### config.mk
export PLATFORM = sky130hd
export DESIGN_NAME = simeck32_64_encrypt_core
export DESIGN_NICKNAME = d
export VERILOG_FILES = /design/src/rtl/simeck_pkg.sv /design/src/rtl/simeck32_64_encrypt_core.sv
export SDC_FILE = /design/constraint.sdc
export NUM_CORES = 2
export LEC_CHECK = 0
export BUFFER_PORTS_ARGS = -buffer_cell sky130_fd_sc_hd__buf_2
export CAP_MARGIN = 20
export CORE_ASPECT_RATIO = 1.1
export CORE_MARGIN = 4
export CORE_UTILIZATION = 60
export CTS_CLUSTER_SIZE = 14
export DETAILED_ROUTE_END_ITERATION = 16
export HOLD_SLACK_MARGIN = 0.03
export PLACE_DENSITY = 0.87
export SETUP_SLACK_MARGIN = 0.15
export SYNTH_ARGS = -nofsm -noshare
export SYNTH_HDL_FRONTEND = slang
export SYNTH_SLANG_ARGS = --single-unit
### constraint.sdc
create_clock -name i_clk -period 1.8 [get_ports i_clk]
set_clock_uncertainty 0.2 [all_clocks]
set_input_delay 0.36 -clock i_clk [delete_from_list [all_inputs] [get_ports i_clk]]
set_output_delay 0.36 -clock i_clk [all_outputs]
set_load 0.005 [all_outputs]
### src/rtl/simeck_pkg.sv
// ----------------------------------------------------------------------------
// simeck_pkg
// Shared constants, register indexes and the round mixing function for the
// reduced-round Simeck32/64 encryption core.
// ----------------------------------------------------------------------------
package simeck_pkg;

    localparam int ROUNDS_DEF = 15;
    localparam int ROUNDS_MAX = 32;
    localparam int HALF_W     = 16;
    localparam int CONST_BITS = 14;
    localparam int CFG_IDX_W  = 3;

    localparam logic [HALF_W-1:0] CONST_BASE = 16'hfffc;

    // register indexes on the configuration port
    typedef enum logic [CFG_IDX_W-1:0] {
        CFG_KEY0  = 3'd0,
        CFG_KEY1  = 3'd1,
        CFG_KEY2  = 3'd2,
        CFG_KEY3  = 3'd3,
        CFG_CONST = 3'd4
    } t_cfg_idx;

    localparam logic [HALF_W-1:0]     KEY0_RST  = 16'h60ed;
    localparam logic [HALF_W-1:0]     KEY1_RST  = 16'h1c3d;
    localparam logic [HALF_W-1:0]     KEY2_RST  = 16'h9c31;
    localparam logic [HALF_W-1:0]     KEY3_RST  = 16'h32ad;
    localparam logic [CONST_BITS-1:0] CONST_RST = 14'h3b1f;

    // (rol5(a) & a) ^ rol1(a)
    function automatic logic [HALF_W-1:0] mix(input logic [HALF_W-1:0] a);
        return ({a[10:0], a[15:11]} & a) ^ {a[14:0], a[15]};
    endfunction

endpackage

### src/rtl/simeck32_64_encrypt_core.sv
// Throughput: one word per cycle; one register stage per round, with the key
// schedule step for that round carried alongside the data in the same stage.
// busy is held low: the pipeline never stalls and the receiver cannot stall.
// Reset (synchronous, active low) clears the stage valid bits and loads the
// default key words and constant bits; no clearing pass is needed.
// ----------------------------------------------------------------------------
// simeck32_64_encrypt_core
// Fully unrolled Simeck32/64 encryption pipeline with configurable key words
// and key schedule constant bits.
// ----------------------------------------------------------------------------
module simeck32_64_encrypt_core #(
    parameter int ROUNDS = simeck_pkg::ROUNDS_DEF
) (
    input  logic                                i_clk,
    input  logic                                i_rst_n,
    input  logic                                start,
    output logic                                busy,
    input  logic [simeck_pkg::HALF_W-1:0]       i_plain_left,
    input  logic [simeck_pkg::HALF_W-1:0]       i_plain_right,
    output logic                                o_valid,
    output logic [simeck_pkg::HALF_W-1:0]       o_cipher_left,
    output logic [simeck_pkg::HALF_W-1:0]       o_cipher_right,
    input  logic                                i_cfg_we,
    input  logic [simeck_pkg::CFG_IDX_W-1:0]    i_cfg_idx,
    input  logic [simeck_pkg::HALF_W-1:0]       i_cfg_data
);

    localparam int W  = simeck_pkg::HALF_W;
    localparam int CB = simeck_pkg::CONST_BITS;
    // the last stage needs no key state after it
    localparam int KS = (ROUNDS > 1) ? ROUNDS - 1 : 1;

    // configuration registers
    logic [W-1:0]  r_key0, r_key1, r_key2, r_key3;
    logic [CB-1:0] r_const;

    always_ff @(posedge i_clk) begin
        if (!i_rst_n) begin
            r_key0  <= simeck_pkg::KEY0_RST;
            r_key1  <= simeck_pkg::KEY1_RST;
            r_key2  <= simeck_pkg::KEY2_RST;
            r_key3  <= simeck_pkg::KEY3_RST;
            r_const <= simeck_pkg::CONST_RST;
        end else if (i_cfg_we) begin
            case (i_cfg_idx)
                simeck_pkg::CFG_KEY0:  r_key0  <= i_cfg_data;
                simeck_pkg::CFG_KEY1:  r_key1  <= i_cfg_data;
                simeck_pkg::CFG_KEY2:  r_key2  <= i_cfg_data;
                simeck_pkg::CFG_KEY3:  r_key3  <= i_cfg_data;
                simeck_pkg::CFG_CONST: r_const <= i_cfg_data[CB-1:0];
                default: ;
            endcase
        end
    end

    // z bits per round: configured bits, then the m-sequence recurrence
    logic [ROUNDS-1:0] w_z;

    for (genvar i = 0; i < ROUNDS; i++) begin : g_z
        if (i < CB) begin : g_cfg
            assign w_z[i] = r_const[i];
        end else begin : g_rec
            assign w_z[i] = w_z[i-3] ^ w_z[i-5];
        end
    end

    // pipeline stage registers
    logic [ROUNDS-1:0] r_vld;
    logic [W-1:0]      r_l  [ROUNDS];
    logic [W-1:0]      r_r  [ROUNDS];
    logic [W-1:0]      r_k  [KS];
    logic [W-1:0]      r_t0 [KS];
    logic [W-1:0]      r_t1 [KS];
    logic [W-1:0]      r_t2 [KS];

    logic [W-1:0]      n_l  [ROUNDS];
    logic [W-1:0]      n_r  [ROUNDS];
    logic [W-1:0]      n_k  [ROUNDS];
    logic [W-1:0]      n_t0 [ROUNDS];
    logic [W-1:0]      n_t1 [ROUNDS];
    logic [W-1:0]      n_t2 [ROUNDS];

    logic              w_accept;
    assign busy     = 1'b0;
    assign w_accept = start & ~busy;

    for (genvar s = 0; s < ROUNDS; s++) begin : g_stage
        logic [W-1:0] l_in, r_in, k_in, t0_in, t1_in, t2_in;

        if (s == 0) begin : g_first
            assign l_in  = i_plain_left;
            assign r_in  = i_plain_right;
            assign k_in  = r_key0;
            assign t0_in = r_key1;
            assign t1_in = r_key2;
            assign t2_in = r_key3;
        end else begin : g_next
            assign l_in  = r_l[s-1];
            assign r_in  = r_r[s-1];
            assign k_in  = r_k[s-1];
            assign t0_in = r_t0[s-1];
            assign t1_in = r_t1[s-1];
            assign t2_in = r_t2[s-1];
        end

        always_comb begin
            n_l[s]  = simeck_pkg::mix(l_in) ^ r_in ^ k_in;
            n_r[s]  = l_in;
            n_k[s]  = t0_in;
            n_t0[s] = t1_in;
            n_t1[s] = t2_in;
            n_t2[s] = simeck_pkg::mix(t0_in) ^ k_in
                    ^ (simeck_pkg::CONST_BASE | {{(W-1){1'b0}}, w_z[s]});
        end

        always_ff @(posedge i_clk) begin
            r_l[s] <= n_l[s];
            r_r[s] <= n_r[s];
        end

        if (s < ROUNDS - 1) begin : g_key
            always_ff @(posedge i_clk) begin
                r_k[s]  <= n_k[s];
                r_t0[s] <= n_t0[s];
                r_t1[s] <= n_t1[s];
                r_t2[s] <= n_t2[s];
            end
        end
    end

    // valid bits travel with the words
    always_ff @(posedge i_clk) begin
        if (!i_rst_n) begin
            r_vld <= '0;
        end else begin
            r_vld[0] <= w_accept;
            for (int s = 1; s < ROUNDS; s++) begin
                r_vld[s] <= r_vld[s-1];
            end
        end
    end

    assign o_valid        = r_vld[ROUNDS-1];
    assign o_cipher_left  = r_l[ROUNDS-1];
    assign o_cipher_right = r_r[ROUNDS-1];

    // every result word traces back to a matching start
    a_valid_latency: assert property (@(posedge i_clk) disable iff (!i_rst_n)
        o_valid |-> $past(start, ROUNDS))
        else $error("result strobe without matching start");

    a_first_stage: assert property (@(posedge i_clk) disable iff (!i_rst_n)
        start |=> r_vld[0])
        else $error("accepted word missing from first stage");

    a_reset_clear: assert property (@(posedge i_clk)
        !i_rst_n |=> (r_vld == '0) && !o_valid)
        else $error("stage valid bits not cleared by reset");

    a_first_pass: assert property (@(posedge i_clk) disable iff (!i_rst_n)
        start |=> (r_r[0] == $past(i_plain_left)))
        else $error("right half of first stage not taken from left input");

endmodule

# After elaboration in Yosys (flattened, before gate mapping)
# Memory sizes are Yosys's and may differ from the RTL's.
# Index checks and enable logic that the tools add are counted.
# op_classes
n_bitwise	116
n_reduce_logical	6
n_eq_ne	4
# op_table
op	count
$xor A16 B16 Y16	87
$and A16 B16 Y16	29
$reduce_and A2 Y1	5
$eq A3 B2 Y1 const B	2
$eq A3 B1 Y1 const B	1
$eq A3 B3 Y1 const B	1
$logic_not A3 Y1	1
# totals
input_bits	55
register_bits	93
memories	6
out_inout_bits	34
mem_bits_rw	1376
word_cells	138
# mem_list
name	depth	word_bits	read_ports	rd_clocked_by_memory_dff	write_ports	line_no	text
r_l	15	16	15	0	15	simeck32_64_encrypt_core.sv:69	logic [W-1:0] r_l [ROUNDS];
r_r	15	16	15	0	15	simeck32_64_encrypt_core.sv:70	logic [W-1:0] r_r [ROUNDS];
r_k	14	16	14	0	14	simeck32_64_encrypt_core.sv:71	logic [W-1:0] r_k [KS];
r_t0	14	16	13	0	14	simeck32_64_encrypt_core.sv:72	logic [W-1:0] r_t0 [KS];
r_t1	14	16	13	0	14	simeck32_64_encrypt_core.sv:73	logic [W-1:0] r_t1 [KS];
r_t2	14	16	13	0	14	simeck32_64_encrypt_core.sv:74	logic [W-1:0] r_t2 [KS];

# Logic depth before layout (Yosys ltp)
# An unclocked memory read counts as a cell.
# depth
ltp_word	5
mapped_depth	5
depth_no_buf	3

# Worst setup path after synthesis
# OpenSTA, ideal clock, no wires.
# synth_path
path_type	input -> register
startpoint	input i_cfg_idx[1] (netlist name)
endpoint	register r_key0[13], in the netlist g_stage[0].k_in[13]
path_slack_ns	0.195
n_path_buf	2
t_required_ns	1.463
setup_time_ns	0.137
arrival_time_ns	1.268
path_stages	5
path_cell_list	or4b_1 buf_6 buf_8 nand2_1 nand3_1
# synth_via
elab_chain_len	2
# synth_lines
element	line_no	text
start: declaration	simeck32_64_encrypt_core.sv:24	input logic [simeck_pkg::CFG_IDX_W-1:0] i_cfg_idx,
$logic_not A3 Y1	simeck32_64_encrypt_core.sv:45	case (i_cfg_idx)
$reduce_and A2 Y1 (no line)	n/a	
end signal: assignment	simeck32_64_encrypt_core.sv:39	r_key0 <= simeck_pkg::KEY0_RST;
end signal: assignment	simeck32_64_encrypt_core.sv:46	simeck_pkg::CFG_KEY0: r_key0 <= i_cfg_data;
end: declaration	simeck32_64_encrypt_core.sv:34	logic [W-1:0] r_key0, r_key1, r_key2, r_key3;
# Every way passes these cells.
# A chain may end at the register's enable or synchronous reset.

==> results.tsv <==
metric	value	unit
critPathKind	reg2out	
path_buf_inv	1	
setup_slack	0.147	ns
outcome	complete, no violations	
synth_top_area_share	68.9	%
hold_class	in2reg	
final_cells	4337	
synth_common_cells	1370 x dfxtp_1, 1072 x xnor2_1, 538 x nand2_1	
mappedNetlistNets	3190	
drt_iter0_drc	994	
finalHoldViolCount	0	
io_pins	89	
grt_pass1_wl	128000	µm
die-height	278	µm
port_buffers	87	
utilization	70.0	%
p_sw_share	29.5	%
post_cts_buffers	0	
gr-total-overflow	0	
root_buffer	clkbuf_16	
via_per_inst	4.78	
core-area	0.0654	mm²
clk_latency	0.68	ns
finalNetCount	3445	
cts-htree-levels	3	
synthCells	3135	
die_x	254	µm
p_leak	17.8	nW
postLayoutCellArea	0.0458	mm²
rr_endpoint	r_l[1][83]	
placementRows	98	
synth_area	0.0398	mm²
seqPwrFrac	50.8	%
place_inst	4060	
comb_power_share	24.3	%
min-delay-start	i_cfg_idx[1]	
yosysMostFrequentCell	dfxtp_1	
r2r_setup_slack	0.41	ns
ctsLongestPathBuffers	3	
setup_viol	0	
finalCritPeriodShare	91.8	%
async_reset_ff_share	0	%
via_count	20700	
ys_seq_area_share	68.9	%
crit_slowest_cell	dfxtp_1	
cts_tree	done	
r2r_start	r_l[1][78]	
maxSlewHeadroom	65.2	%
fmax	0.605	GHz
rsz0062_at_grt	yes	
worst_ep_arrival_time	1.09	ns
drive_gt1_share	8.37	%
dr.pass1.iters	5	
critPathMaxStageDelay	0.30	ns
dieArea	0.0706	mm²
wire_per_inst	19.6	µm
n_antenna_cell	0	
dpl-instance-area	0.0413	mm²
hold_end	g_stage[0].k_in[13]	
end_kind	output pin	
crit_chain	buf_2	
hold_path_depth	5	
drv_cap	0	
clk_pin_slew	0.07	ns
synthTopCellsByArea	dfxtp_1 69%, xnor2_1 24%, nand2_1 5.1%, nand3_1 0.65%, a21boi_0 0.28%	
grt_max_degree	69	
cp-start-kind	register	
wirelength	84900	µm
dpl_worst_slack	0.0878	ns
finalCriticalPeriod	1.65	ns
synth_flop_cell	dfxtp_1	
synth.largest_area_cell	dfxtp_1	
setup.worst_path.start	r_l[1][99]	
ys_ff_latch	1370	
antenna_found_initial	0	
synth-edff-count	0	
drc	0	
drv_slew	0	
p_int	69.3	mW
power_density	2150	mW/mm²
clockPowerShare	24.9	%
fillers	4189	
start_util	60.9	%
reg2regPathDepth	3	
cp.required	1.24	ns
finalPower	98.3	mW
area_growth_syn_to_layout	14.9	%
yosysWarnings	0	
cts-buffers-inserted	121	
p_sw	29.0	mW
clkSinkCount	1370	
hold-worst-slack	0.0634	ns
grt_pass1_vias	22200	
regArea	0.0274	mm²
synth_cell_type_count	23	
finalSetupTns	0	ns
track_usage	24.1	%
place.gp.congestion	0.878	
multiInputGateArea	0.0123	mm²
worst_pin_slew	0.518	ns
antenna_left	0	
dpl.hpwl	60400	µm
cpLargestDelayFamily	flip-flops	
crit_fanout	1	
vdd_drop_max	0.00100	V
syn_avg_cell_area	12.7	µm²
==> placed cells by master (no fill, tap or decap), types with 7 or more instances in the layout <==
cell type,instances
xor2_1,11
dlygate4sd3_1,56
dfxtp_1,1366
o21ai_0,13
nand2_1,538
clkinv_2,23
clkbuf_16,122
clkbuf_8,25
clkbuf_1,37
xnor2_1,1072
buf_2,85
buf_4,12
and2_1,15
nand3_1,52
mux2i_1,7
a21boi_0,15
==> repair_timing <==
item	in CTS	in global routing
resized for setup	1	6
hold buffers	57	0
endpoints found under the setup margin	33	38
hold endpoints to repair	108	0
==> power by group through the flow <==
stage / Sequential [mW] / Clock, mW / Combinational [mW]
final: 49.9 / 24.5 / 23.9
after global routing: 50.9 / 26.1 / 25.9
after CTS: 50.0 / 24.8 / 24.2
after detailed placement: 50.5 / 0 / 23.4
after global placement: 50.0 / 0 / 22.6
after floorplan: 46.8 / 0 / 20.2
==> sequential cells by signal (all words and copies together), names as in the netlist <==
signal and flops:
g_stage.t1_in 16, r_const 11, r_t0 208, r_vld 15
r_t1 192, r_r 240, g_stage.t2_in 16, r_l 240
r_t2 176, g_stage.t0_in 16, g_stage.k_in 16, r_k 224
==> routing by layer <==
layer	vias up	share of wire (%)	GRT usage, %
met5	-	0	0
met4	0	8.8	18.7
met3	318	3.3	3.63
met2	532	55	47.1
li1	10200	-	-
met1	9685	33	21.7
==> worst max-delay path by stage <==
stage	end	slack (ns)	cells past startpoint
6_report	o_cipher_left[3]	0.15	1
3_5_place_dp	g_stage[0].t0_in[15]	0.09	5
5_1_grt	o_cipher_left[13]	0.10	1
3_3_place_gp	g_stage[0].k_in[0]	0.13	5
4_1_cts	o_cipher_left[2]	0.11	1
2_1_floorplan	g_stage[0].k_in[13]	0.20	5
==> final cells by class <==
class,count,area share (%)
Sequential cell,1370,59.9
Clock inverter,36,0.653
Tap cell,850,2.32
Multi-Input combinational cell,1738,26.8
Clock buffer,184,7.73
Timing Repair Buffer,159,2.56
==> cells by family after synthesis <==
| logic type | Yosys count | share of synthesized area [%] |
|---|---|---|
| AO/OA/AOI/OAI | 33 | 0.540 |
| XOR/XNOR | 1083 | 23.8 |
| buffers and inverters | 27 | 0.339 |
| flip-flops | 1370 | 68.9 |
| multiplexers | 7 | 0.176 |
| other | 1 | 0.00942 |
| AND/OR/NAND/NOR | 614 | 6.24 |
(Power assumes the default switching activity.)
